$ cat config.mk
export PLATFORM = sky130hd
export DESIGN_NAME = temperature_to_rgb_duty_unit
export DESIGN_NICKNAME = d
export VERILOG_FILES = /design/src/ttrd_pkg.sv /design/src/temperature_to_rgb_duty_unit.sv
export SDC_FILE = /design/constraint.sdc
export NUM_CORES = 1
export LEC_CHECK = 0
export CELL_PAD_IN_SITES_DETAIL_PLACEMENT = 1
export CELL_PAD_IN_SITES_GLOBAL_PLACEMENT = 2
export CORE_MARGIN = 4
export CORE_UTILIZATION = 44
export CTS_CLUSTER_SIZE = 24
export DETAILED_ROUTE_END_ITERATION = 6
export DONT_BUFFER_PORTS = 1
export PLACE_DENSITY_LB_ADDON = 0.1
export SLEW_MARGIN = 20
export SYNTH_ARGS = -nofsm -noshare
export SYNTH_HDL_FRONTEND = slang
export SYNTH_SLANG_ARGS = --single-unit
$ cat constraint.sdc
create_clock -name i_clk -period 8.5 [get_ports i_clk]
set_input_delay 0.85 -clock i_clk [delete_from_list [all_inputs] [get_ports i_clk]]
set_output_delay 0.85 -clock i_clk [all_outputs]
set_load 0.005 [all_outputs]
$ cat src/ttrd_pkg.sv
// Shared types and constants for the temperature to RGB duty unit.
// Depends on nothing; imported by temperature_to_rgb_duty_unit.
package ttrd_pkg;

    // Default converter width.
    localparam int ADC_BITS_DEF = 10;

    // Field widths.
    localparam int TEMP_W  = 16;
    localparam int DUTY_W  = 8;
    localparam int CFG_IDX_W  = 2;
    localparam int CFG_DATA_W = 3;

    // Temperature full scale in centidegrees.
    localparam int TEMP_FULL_SCALE = 50000;

    // Single-colour scale: duty = (MONO_GAIN * t - MONO_OFFSET) / 1000, clamped.
    localparam int MONO_GAIN   = 102;
    localparam int MONO_OFFSET = 255000;
    localparam int MONO_CLAMP  = 511000;   // offset + 256 * 1000
    localparam int MONO_P_W    = 23;       // 102 * 50000 fits
    localparam int MONO_V_W    = 18;       // below 256000 when not clamped

    // x / 1000 = (x / 8) / 125; x / 125 by reciprocal.
    localparam int DIV125_MUL   = 33555;
    localparam int DIV125_SHIFT = 22;

    // x / 440 = (x / 8) / 55; x / 55 by reciprocal.
    localparam int DIV55_MUL   = 19066;
    localparam int DIV55_SHIFT = 20;

    // Polychrome segment bounds in centidegrees.
    localparam int POLY_T0 = 2800;
    localparam int POLY_T1 = 3240;
    localparam int POLY_T2 = 3680;
    localparam int POLY_T3 = 4120;
    localparam int POLY_T4 = 4560;
    localparam int POLY_T5 = 5000;

    // Colour levels.
    localparam logic [DUTY_W-1:0] DUTY_OFF    = 8'd0;
    localparam logic [DUTY_W-1:0] DUTY_FULL   = 8'd255;
    localparam logic [DUTY_W-1:0] DUTY_VIOLET = 8'd180;
    localparam logic [DUTY_W-1:0] DUTY_HALF   = 8'd128;
    localparam logic [DUTY_W-1:0] SLOPE_GREEN_HI = 8'd127;

    typedef enum logic [CFG_IDX_W-1:0] {
        CFG_DRIVE_MODE   = 2'd0,
        CFG_SCALE_SELECT = 2'd1,
        CFG_TOUCH_COLOUR = 2'd2
    } t_cfg_idx;

    typedef enum logic [1:0] {
        SCALE_BLUE  = 2'd0,
        SCALE_RED   = 2'd1,
        SCALE_GREEN = 2'd2,
        SCALE_POLY  = 2'd3
    } t_scale;

    typedef enum logic [2:0] {
        TOUCH_BLUE   = 3'd0,
        TOUCH_RED    = 3'd1,
        TOUCH_GREEN  = 3'd2,
        TOUCH_WHITE  = 3'd3,
        TOUCH_VIOLET = 3'd4,
        TOUCH_YELLOW = 3'd5
    } t_touch;

    // Polychrome segment, coldest first.
    typedef enum logic [2:0] {
        SEG_COLD    = 3'd0,
        SEG_VIO_BLU = 3'd1,
        SEG_BLU_GRN = 3'd2,
        SEG_GRN_YEL = 3'd3,
        SEG_YEL_ORG = 3'd4,
        SEG_ORG_RED = 3'd5,
        SEG_HOT     = 3'd6
    } t_seg;

endpackage

$ cat src/temperature_to_rgb_duty_unit.sv
// Temperature to RGB duty unit: ADC sample to centidegrees and LED duties.
// Depends on ttrd_pkg (constants, register and colour codes).
//
//  channel | direction | handshake                  | payload
//  --------+-----------+----------------------------+-------------------------------
//  in      | to unit   | i_in_valid / o_in_ready    | i_adc_sample
//  out     | from unit | o_out_valid / i_out_ready  | o_temp_centi, o_*_duty
//  cfg     | to unit   | i_cfg_valid / o_cfg_ready  | i_cfg_index, i_cfg_data
//
//  A request passes five register stages: scale multiply, modulus fold,
//  temperature, segment and product, and the output register. A new request
//  is taken every cycle while the output drains.
//  Reset (synchronous, active low) clears the stage valid bits and the
//  configuration registers. A stall on the output holds each full stage; an
//  empty stage keeps taking data, so bubbles are squeezed out and nothing is
//  dropped or repeated. Configuration writes are always taken.
module temperature_to_rgb_duty_unit
    import ttrd_pkg::*;
#(
    parameter int ADC_BITS = ADC_BITS_DEF
) (
    input  logic                  i_clk,
    input  logic                  i_rst_n,

    input  logic                  i_in_valid,
    output logic                  o_in_ready,
    input  logic [ADC_BITS-1:0]   i_adc_sample,

    output logic                  o_out_valid,
    input  logic                  i_out_ready,
    output logic [TEMP_W-1:0]     o_temp_centi,
    output logic [DUTY_W-1:0]     o_red_duty,
    output logic [DUTY_W-1:0]     o_green_duty,
    output logic [DUTY_W-1:0]     o_blue_duty,

    input  logic                  i_cfg_valid,
    output logic                  o_cfg_ready,
    input  logic [CFG_IDX_W-1:0]  i_cfg_index,
    input  logic [CFG_DATA_W-1:0] i_cfg_data
);

    // Scaled sample width and fold width.
    localparam int XW = ADC_BITS + TEMP_W;
    localparam int ZW = TEMP_W + 1;
    localparam logic [ZW-1:0] FULL = ZW'((1 << ADC_BITS) - 1);

    localparam int VW   = 17;          // 255 * 440 fits
    localparam int QW   = VW - 3 + 15; // (v / 8) * DIV55_MUL
    localparam int MQW  = MONO_V_W - 3 + 16;

    // ---------------------------------------------------------------
    // Configuration registers
    // ---------------------------------------------------------------
    logic   r_drive_mode;
    t_scale r_scale_select;
    t_touch r_touch_colour;

    assign o_cfg_ready = 1'b1;

    always_ff @(posedge i_clk) begin
        if (!i_rst_n) begin
            r_drive_mode   <= 1'b0;
            r_scale_select <= SCALE_BLUE;
            r_touch_colour <= TOUCH_BLUE;
        end else if (i_cfg_valid) begin
            // unknown index: drop the write
            unique case (i_cfg_index)
                CFG_DRIVE_MODE:   r_drive_mode   <= i_cfg_data[0];
                CFG_SCALE_SELECT: r_scale_select <= t_scale'(i_cfg_data[1:0]);
                CFG_TOUCH_COLOUR: r_touch_colour <= t_touch'(i_cfg_data);
                default: ;
            endcase
        end
    end

    // ---------------------------------------------------------------
    // Stage control: a stage loads when empty or when the next one loads
    // ---------------------------------------------------------------
    logic r_v1, r_v2, r_v3, r_v4, r_v5;
    logic w_ld1, w_ld2, w_ld3, w_ld4, w_ld5;

    assign w_ld5 = !r_v5 || i_out_ready;
    assign w_ld4 = !r_v4 || w_ld5;
    assign w_ld3 = !r_v3 || w_ld4;
    assign w_ld2 = !r_v2 || w_ld3;
    assign w_ld1 = !r_v1 || w_ld2;

    assign o_in_ready  = w_ld1;
    assign o_out_valid = r_v5;

    always_ff @(posedge i_clk) begin
        if (!i_rst_n) begin
            r_v1 <= 1'b0;
            r_v2 <= 1'b0;
            r_v3 <= 1'b0;
            r_v4 <= 1'b0;
            r_v5 <= 1'b0;
        end else begin
            if (w_ld1) r_v1 <= i_in_valid;
            if (w_ld2) r_v2 <= r_v1;
            if (w_ld3) r_v3 <= r_v2;
            if (w_ld4) r_v4 <= r_v3;
            if (w_ld5) r_v5 <= r_v4;
        end
    end

    // ---------------------------------------------------------------
    // Stage 1: scale the sample by the full-scale temperature
    // ---------------------------------------------------------------
    logic [XW-1:0] r_x1, n_x1;

    assign n_x1 = XW'(i_adc_sample) * XW'(TEMP_FULL_SCALE);

    // ---------------------------------------------------------------
    // Stage 2: divide by 2^N - 1 by folding. With x = y * 2^N + r,
    // x / (2^N - 1) = y + (y + r) / (2^N - 1). Three folds leave a
    // remainder below twice the divisor for every N in range.
    // ---------------------------------------------------------------
    logic [TEMP_W-1:0] w_y1;
    logic [ZW-1:0]     w_z1, w_y2, w_z2, w_y3, w_z3;
    logic [TEMP_W-1:0] r_ysum2, n_ysum2;
    logic [ZW-1:0]     r_z2, n_z2;

    always_comb begin
        w_y1 = r_x1[XW-1:ADC_BITS];
        w_z1 = ZW'(w_y1) + ZW'(r_x1[ADC_BITS-1:0]);
        w_y2 = w_z1 >> ADC_BITS;
        w_z2 = w_y2 + ZW'(w_z1[ADC_BITS-1:0]);
        w_y3 = w_z2 >> ADC_BITS;
        w_z3 = w_y3 + ZW'(w_z2[ADC_BITS-1:0]);
        n_ysum2 = w_y1 + TEMP_W'(w_y2) + TEMP_W'(w_y3);
        n_z2    = w_z3;
    end

    // ---------------------------------------------------------------
    // Stage 3: final correction gives the temperature
    // ---------------------------------------------------------------
    logic [TEMP_W-1:0] r_t3, n_t3;

    assign n_t3 = r_ysum2 + TEMP_W'(r_z2 >= FULL);

    // ---------------------------------------------------------------
    // Stage 4: pick the polychrome segment, form the two lane products
    // and the single-colour product
    // ---------------------------------------------------------------
    t_seg              n_seg4, r_seg4;
    logic [TEMP_W-1:0] w_da, w_db;
    logic [7:0]        w_ca, w_cb;
    logic [VW-1:0]     n_va4, n_vb4, r_va4, r_vb4;
    logic [MONO_P_W-1:0] w_pm, w_vm;
    logic              n_under4, n_over4, r_under4, r_over4;
    logic [MONO_V_W-4:0] n_vm4, r_vm4;
    logic [TEMP_W-1:0] r_t4;

    always_comb begin
        w_da = '0;
        w_db = '0;
        w_ca = DUTY_OFF;
        w_cb = DUTY_OFF;
        if (r_t3 <= TEMP_W'(POLY_T0)) begin
            n_seg4 = SEG_COLD;
        end else if (r_t3 <= TEMP_W'(POLY_T1)) begin
            n_seg4 = SEG_VIO_BLU;
            w_da   = TEMP_W'(POLY_T1) - r_t3;
            w_ca   = DUTY_VIOLET;
        end else if (r_t3 <= TEMP_W'(POLY_T2)) begin
            n_seg4 = SEG_BLU_GRN;
            w_da   = r_t3 - TEMP_W'(POLY_T1);
            w_ca   = DUTY_FULL;
            w_db   = TEMP_W'(POLY_T2) - r_t3;
            w_cb   = DUTY_FULL;
        end else if (r_t3 <= TEMP_W'(POLY_T3)) begin
            n_seg4 = SEG_GRN_YEL;
            w_da   = r_t3 - TEMP_W'(POLY_T2);
            w_ca   = DUTY_FULL;
        end else if (r_t3 <= TEMP_W'(POLY_T4)) begin
            n_seg4 = SEG_YEL_ORG;
            w_da   = TEMP_W'(POLY_T4) - r_t3;
            w_ca   = SLOPE_GREEN_HI;
        end else if (r_t3 < TEMP_W'(POLY_T5)) begin
            n_seg4 = SEG_ORG_RED;
            w_da   = TEMP_W'(POLY_T5) - r_t3;
            w_ca   = DUTY_HALF;
        end else begin
            n_seg4 = SEG_HOT;
        end
        // offsets stay within one 440-centidegree segment
        n_va4 = VW'(w_ca) * VW'(w_da[8:0]);
        n_vb4 = VW'(w_cb) * VW'(w_db[8:0]);

        w_pm     = MONO_P_W'(r_t3) * MONO_P_W'(MONO_GAIN);
        n_under4 = w_pm < MONO_P_W'(MONO_OFFSET);
        n_over4  = w_pm >= MONO_P_W'(MONO_CLAMP);
        w_vm     = w_pm - MONO_P_W'(MONO_OFFSET);
        n_vm4    = w_vm[MONO_V_W-1:3];
    end

    // ---------------------------------------------------------------
    // Stage 5: reciprocal divides, colour selection, output register
    // ---------------------------------------------------------------
    logic [QW-1:0]      w_pa, w_pb;
    logic [MQW-1:0]     w_pmq;
    logic [DUTY_W-1:0]  w_qa, w_qb, w_mono;
    logic [DUTY_W-1:0]  n_red5, n_green5, n_blue5;
    logic [DUTY_W-1:0]  r_red5, r_green5, r_blue5;
    logic [TEMP_W-1:0]  r_t5;

    always_comb begin
        w_pa  = QW'(r_va4[VW-1:3]) * QW'(DIV55_MUL);
        w_pb  = QW'(r_vb4[VW-1:3]) * QW'(DIV55_MUL);
        w_qa  = w_pa[DIV55_SHIFT +: DUTY_W];
        w_qb  = w_pb[DIV55_SHIFT +: DUTY_W];
        w_pmq = MQW'(r_vm4) * MQW'(DIV125_MUL);
        if (r_under4) begin
            w_mono = DUTY_OFF;
        end else if (r_over4) begin
            w_mono = DUTY_FULL;
        end else begin
            w_mono = w_pmq[DIV125_SHIFT +: DUTY_W];
        end

        n_red5   = DUTY_OFF;
        n_green5 = DUTY_OFF;
        n_blue5  = DUTY_OFF;
        if (r_drive_mode) begin
            // unused touch codes leave the LED dark
            unique case (r_touch_colour)
                TOUCH_BLUE:   n_blue5 = DUTY_FULL;
                TOUCH_RED:    n_red5  = DUTY_FULL;
                TOUCH_GREEN:  n_green5 = DUTY_FULL;
                TOUCH_WHITE: begin
                    n_red5   = DUTY_FULL;
                    n_green5 = DUTY_FULL;
                    n_blue5  = DUTY_FULL;
                end
                TOUCH_VIOLET: begin
                    n_red5  = DUTY_VIOLET;
                    n_blue5 = DUTY_FULL;
                end
                TOUCH_YELLOW: begin
                    n_red5   = DUTY_FULL;
                    n_green5 = DUTY_FULL;
                end
                default: ;
            endcase
        end else begin
            unique case (r_scale_select)
                SCALE_BLUE:  n_blue5  = w_mono;
                SCALE_RED:   n_red5   = w_mono;
                SCALE_GREEN: n_green5 = w_mono;
                default: begin
                    unique case (r_seg4)
                        SEG_COLD: begin
                            n_red5  = DUTY_VIOLET;
                            n_blue5 = DUTY_FULL;
                        end
                        SEG_VIO_BLU: begin
                            n_red5  = w_qa;
                            n_blue5 = DUTY_FULL;
                        end
                        SEG_BLU_GRN: begin
                            n_green5 = w_qa;
                            n_blue5  = w_qb;
                        end
                        SEG_GRN_YEL: begin
                            n_red5   = w_qa;
                            n_green5 = DUTY_FULL;
                        end
                        SEG_YEL_ORG: begin
                            n_red5   = DUTY_FULL;
                            n_green5 = DUTY_HALF + w_qa;
                        end
                        SEG_ORG_RED: begin
                            n_red5   = DUTY_FULL;
                            n_green5 = w_qa;
                        end
                        default: n_red5 = DUTY_FULL;
                    endcase
                end
            endcase
        end
    end

    // Payload registers: advance with their stage, hold on a stall
    always_ff @(posedge i_clk) begin
        if (w_ld1) r_x1 <= n_x1;
        if (w_ld2) begin
            r_ysum2 <= n_ysum2;
            r_z2    <= n_z2;
        end
        if (w_ld3) r_t3 <= n_t3;
        if (w_ld4) begin
            r_seg4   <= n_seg4;
            r_va4    <= n_va4;
            r_vb4    <= n_vb4;
            r_vm4    <= n_vm4;
            r_under4 <= n_under4;
            r_over4  <= n_over4;
            r_t4     <= r_t3;
        end
        if (w_ld5) begin
            r_t5     <= r_t4;
            r_red5   <= n_red5;
            r_green5 <= n_green5;
            r_blue5  <= n_blue5;
        end
    end

    assign o_temp_centi = r_t5;
    assign o_red_duty   = r_red5;
    assign o_green_duty = r_green5;
    assign o_blue_duty  = r_blue5;

    // ---------------------------------------------------------------
    // Assertions
    // ---------------------------------------------------------------
    // The fold must leave a remainder below twice the divisor.
    a_fold_bound: assert property (@(posedge i_clk) disable iff (!i_rst_n)
        r_v2 |-> (r_z2 < (FULL << 1)))
        else $error("fold remainder out of range");

    // A full stage that cannot advance keeps its request.
    a_stage4_hold: assert property (@(posedge i_clk) disable iff (!i_rst_n)
        (r_v4 && !w_ld5) |=> (r_v4 && $stable(r_t4)))
        else $error("stage 4 request lost on stall");

    // Input is refused only when every stage is occupied.
    a_full_refuse: assert property (@(posedge i_clk) disable iff (!i_rst_n)
        !o_in_ready |-> (r_v1 && r_v2 && r_v3 && r_v4 && r_v5))
        else $error("input refused with a free stage");

    // Temperature never exceeds full scale.
    a_temp_range: assert property (@(posedge i_clk) disable iff (!i_rst_n)
        r_v3 |-> (r_t3 <= TEMP_W'(TEMP_FULL_SCALE)))
        else $error("temperature above full scale");

endmodule
==> impl_metrics.ini <==
[clock_tree]
cts_buffers = 17
cts.htree.levels = 4
cts_tree = built
clk_pin_slew_worst_paths_ps = 70
cts_setup_buffers = 0
max-clock-path-buffers = 2
hold_buffers = 0
cts_root_buffer = clkbuf_16
clock_sinks = 179
clkLatencyLatePin_ps = 480
ctsResizeCount = 0

[die]
start_util_pct = 44.8
die_width_microns = 257
fp-row-count = 90
coreArea_sq_mm = 0.0608
ioPinCount = 63
dieArea_sq_mm = 0.0660
fp.dieH_microns = 257

[synthesis]
synth-seq-cells = 179
ys_seq_area_share_pct = 19.3
ys.flop_type = edfxtp_1
synth_largest_area_cell = ha_1
synthTopCellsByArea = ha_1 (27%), fa_1 (20%), edfxtp_1 (18%), inv_1 (7.5%), xnor2_1 (3.3%)
netlist_area_sq_mm = 0.0273
syn-num-nets = 3618
netlist_instances = 2723
async_flop_share_pct = 0
yosysTopAreaCellShare_pct = 27.4
yosys_warnings = 0
ys_types = 78
synth_edf_count = 168
synth.avg_cell_area_sq_um = 10.0

[route]
drt_wl_total_microns = 68700
post-route-drc-count = 0
avgViaCountPerCell = 5.45
postRouteAntennaNets = 0
first_pass_iters = 5
vias = 19200
detail_route.wl_per_cell_microns = 19.5
drtIter0Drc = 698

[worst_hold_path]
hp-class = reg -> reg
min_delay_path_depth = 0
worstHoldStart = r_t4[5]$_DFFE_PP_
hold-path-endpoint = o_temp_centi[5]$_DFFE_PP_

[timing]
min_period_ps = 7600
fmax_mhz = 132
fin_worst_skew_ps = 11.6
period_share_pct = 89.5
slew-limit-headroom_pct = 28.1
maxSlewViolCount = 0
worst_slew_pin_slew_ps = 1070
rsz0062_at_grt = no
setup_viol = 0
finalHoldViolations = 0
setup_tns_ps = 0

[job]
drv_cap = 0

[worst_setup_path]
end_kind = flip-flop
reg2reg_from = r_t3[6]$_DFFE_PP_
cp_max_fo = 22
regToRegEndpoint = r_va4[16]$_DFFE_PP_
crit_arrival_ps = 7830
critPathLaunchType = flip-flop
r2r_cells = 24
required_ps = 8720
crit_type = reg -> reg
r2r_setup_slack_ps = 900

[grt]
grt_pass1_vias = 21500
grt_pass1_wl_microns = 114000
grt-ovfl-total = 0
grt_usage_pct = 21.6
grt_max_degree = 48
antenna_found_initial = 0

[layout]
syn_to_final_growth_pct = 5.73
diodes = 0
final_cell_mix = ha_1 (598), inv_1 (547), fa_1 (277), edfxtp_1 (168), a21oi_1 (137)
final_common_cell = ha_1
post-route-util_pct = 47.4
drive_above_1_share_pct = 2.85
nNetsFinal = 3620

[outcome]
status = complete, no violations

[placement]
hpwl_microns = 59600
gp_congestion = 0.897
port_buffers = 0
==> cells in the mapped netlist, types with 7 or more instances <==
library cell,instances
nor2_1,116
and3_1,18
or2_2,15
a211oi_1,22
o221ai_1,12
ha_1,598
nand4_1,20
a221oi_1,10
or3_1,15
o2111ai_1,7
and2_1,19
edfxtp_1,168
nand3_1,61
o21ai_0,77
nor3_1,29
inv_1,548
o21a_1,20
xor2_1,47
o211ai_1,17
a21o_1,26
clkbuf_1,22
a31oi_1,11
fa_1,277
a311oi_1,7
nand2b_1,23
o21bai_1,14
a21oi_1,137
o31ai_1,13
dfxtp_1,11
nand2_1,105
o22ai_1,13
nor2b_1,33
xnor2_1,104
mux2i_1,10
==> state kept, by name (all words and copies together) (netlist names), 2 cells and up <==
name / flops
r_seg4: 3
o_red_duty: 8
o_temp_centi: 16
r_vm4: 15
o_blue_duty: 8
r_t4: 16
r_z2: 10
r_x1: 22
r_vb4: 14
r_va4: 14
r_ysum2: 16
o_green_duty: 8
r_scale_select: 2
r_touch_colour: 3
r_t3: 16
==> kinds of logic after synthesis <==
logic type | after synthesis | synth area share [%]
XOR/XNOR | 151 | 4.85
AND/OR/NAND/NOR | 481 | 8.75
adder cells (fa/ha/maj) | 875 | 47.8
other | 1 | 0.0138
AO/OA/AOI/OAI | 448 | 10.9
flip-flops | 179 | 19.3
buffers and inverters | 574 | 7.93
multiplexers | 14 | 0.532
==> cell type report <==
cell class / instances / area, sq um
Multi-Input combinational cell: 1970 / 19800
Clock buffer: 17 / 425
Inverter: 548 / 2060
Fill cell: 6815 / 32000
Sequential cell: 179 / 5270
Clock inverter: 15 / 194
Tap cell: 782 / 978
Timing Repair Buffer: 9 / 67.6
==> worst max-delay path, stage by stage, from the launching register on <==
cell and delay, ps:
edfxtp_1 670, inv_1 360, ha_1 280, and3_1 200, o21ai_0 90, a21oi_1 210, o21a_1 670, nand2_1 250
a21oi_1 560, o21ai_0 360, fa_1 610, inv_1 40, ha_1 260, inv_1 50, fa_1 500, fa_1 540
inv_1 40, ha_1 320, inv_1 50, o21a_1 190, o21ai_0 350, a211oi_1 190, o31ai_1 280, a21oi_1 120
xnor2_1 130
==> metal layers <==
metal	GRT usage, %	wire length, microns	vias to the layer above
met5	0	0	-
met4	4.38	1040	0
met3	2.59	1650	50
met2	38.3	33800	201
met1	28.6	32200	9661
li1	-	-	9257
==> through the flow <==
step	instances	hold slack [ps]	setup slack, ps	instance area (sq um)
after CTS	3520	421	921	28800
after global routing	3520	426	441	28800
after detailed placement	3488	406	959	28200
final	3520	423	896	28800
after global placement	3488	402	1080	28200
after floorplan	2723	400	2170	27300
==> worst max path at each step <==
stage                            startpoint             endpoint  slack [ps]  cells past startpoint
after floorplan           r_t3[3]$_DFFE_PP_  r_va4[16]$_DFFE_PP_        2170                     24
after global placement    r_t3[6]$_DFFE_PP_  r_va4[16]$_DFFE_PP_        1080                     24
after detailed placement  r_t3[6]$_DFFE_PP_  r_va4[16]$_DFFE_PP_         960                     23
after CTS                 r_t3[6]$_DFFE_PP_  r_va4[16]$_DFFE_PP_         920                     23
after global routing      r_t3[6]$_DFFE_PP_  r_va4[16]$_DFFE_PP_         440                     23
final                     r_t3[6]$_DFFE_PP_  r_va4[16]$_DFFE_PP_         900                     24
Power is not shown: default switching activity piles up to over one toggle a cycle in this logic, so the estimate is an artifact.
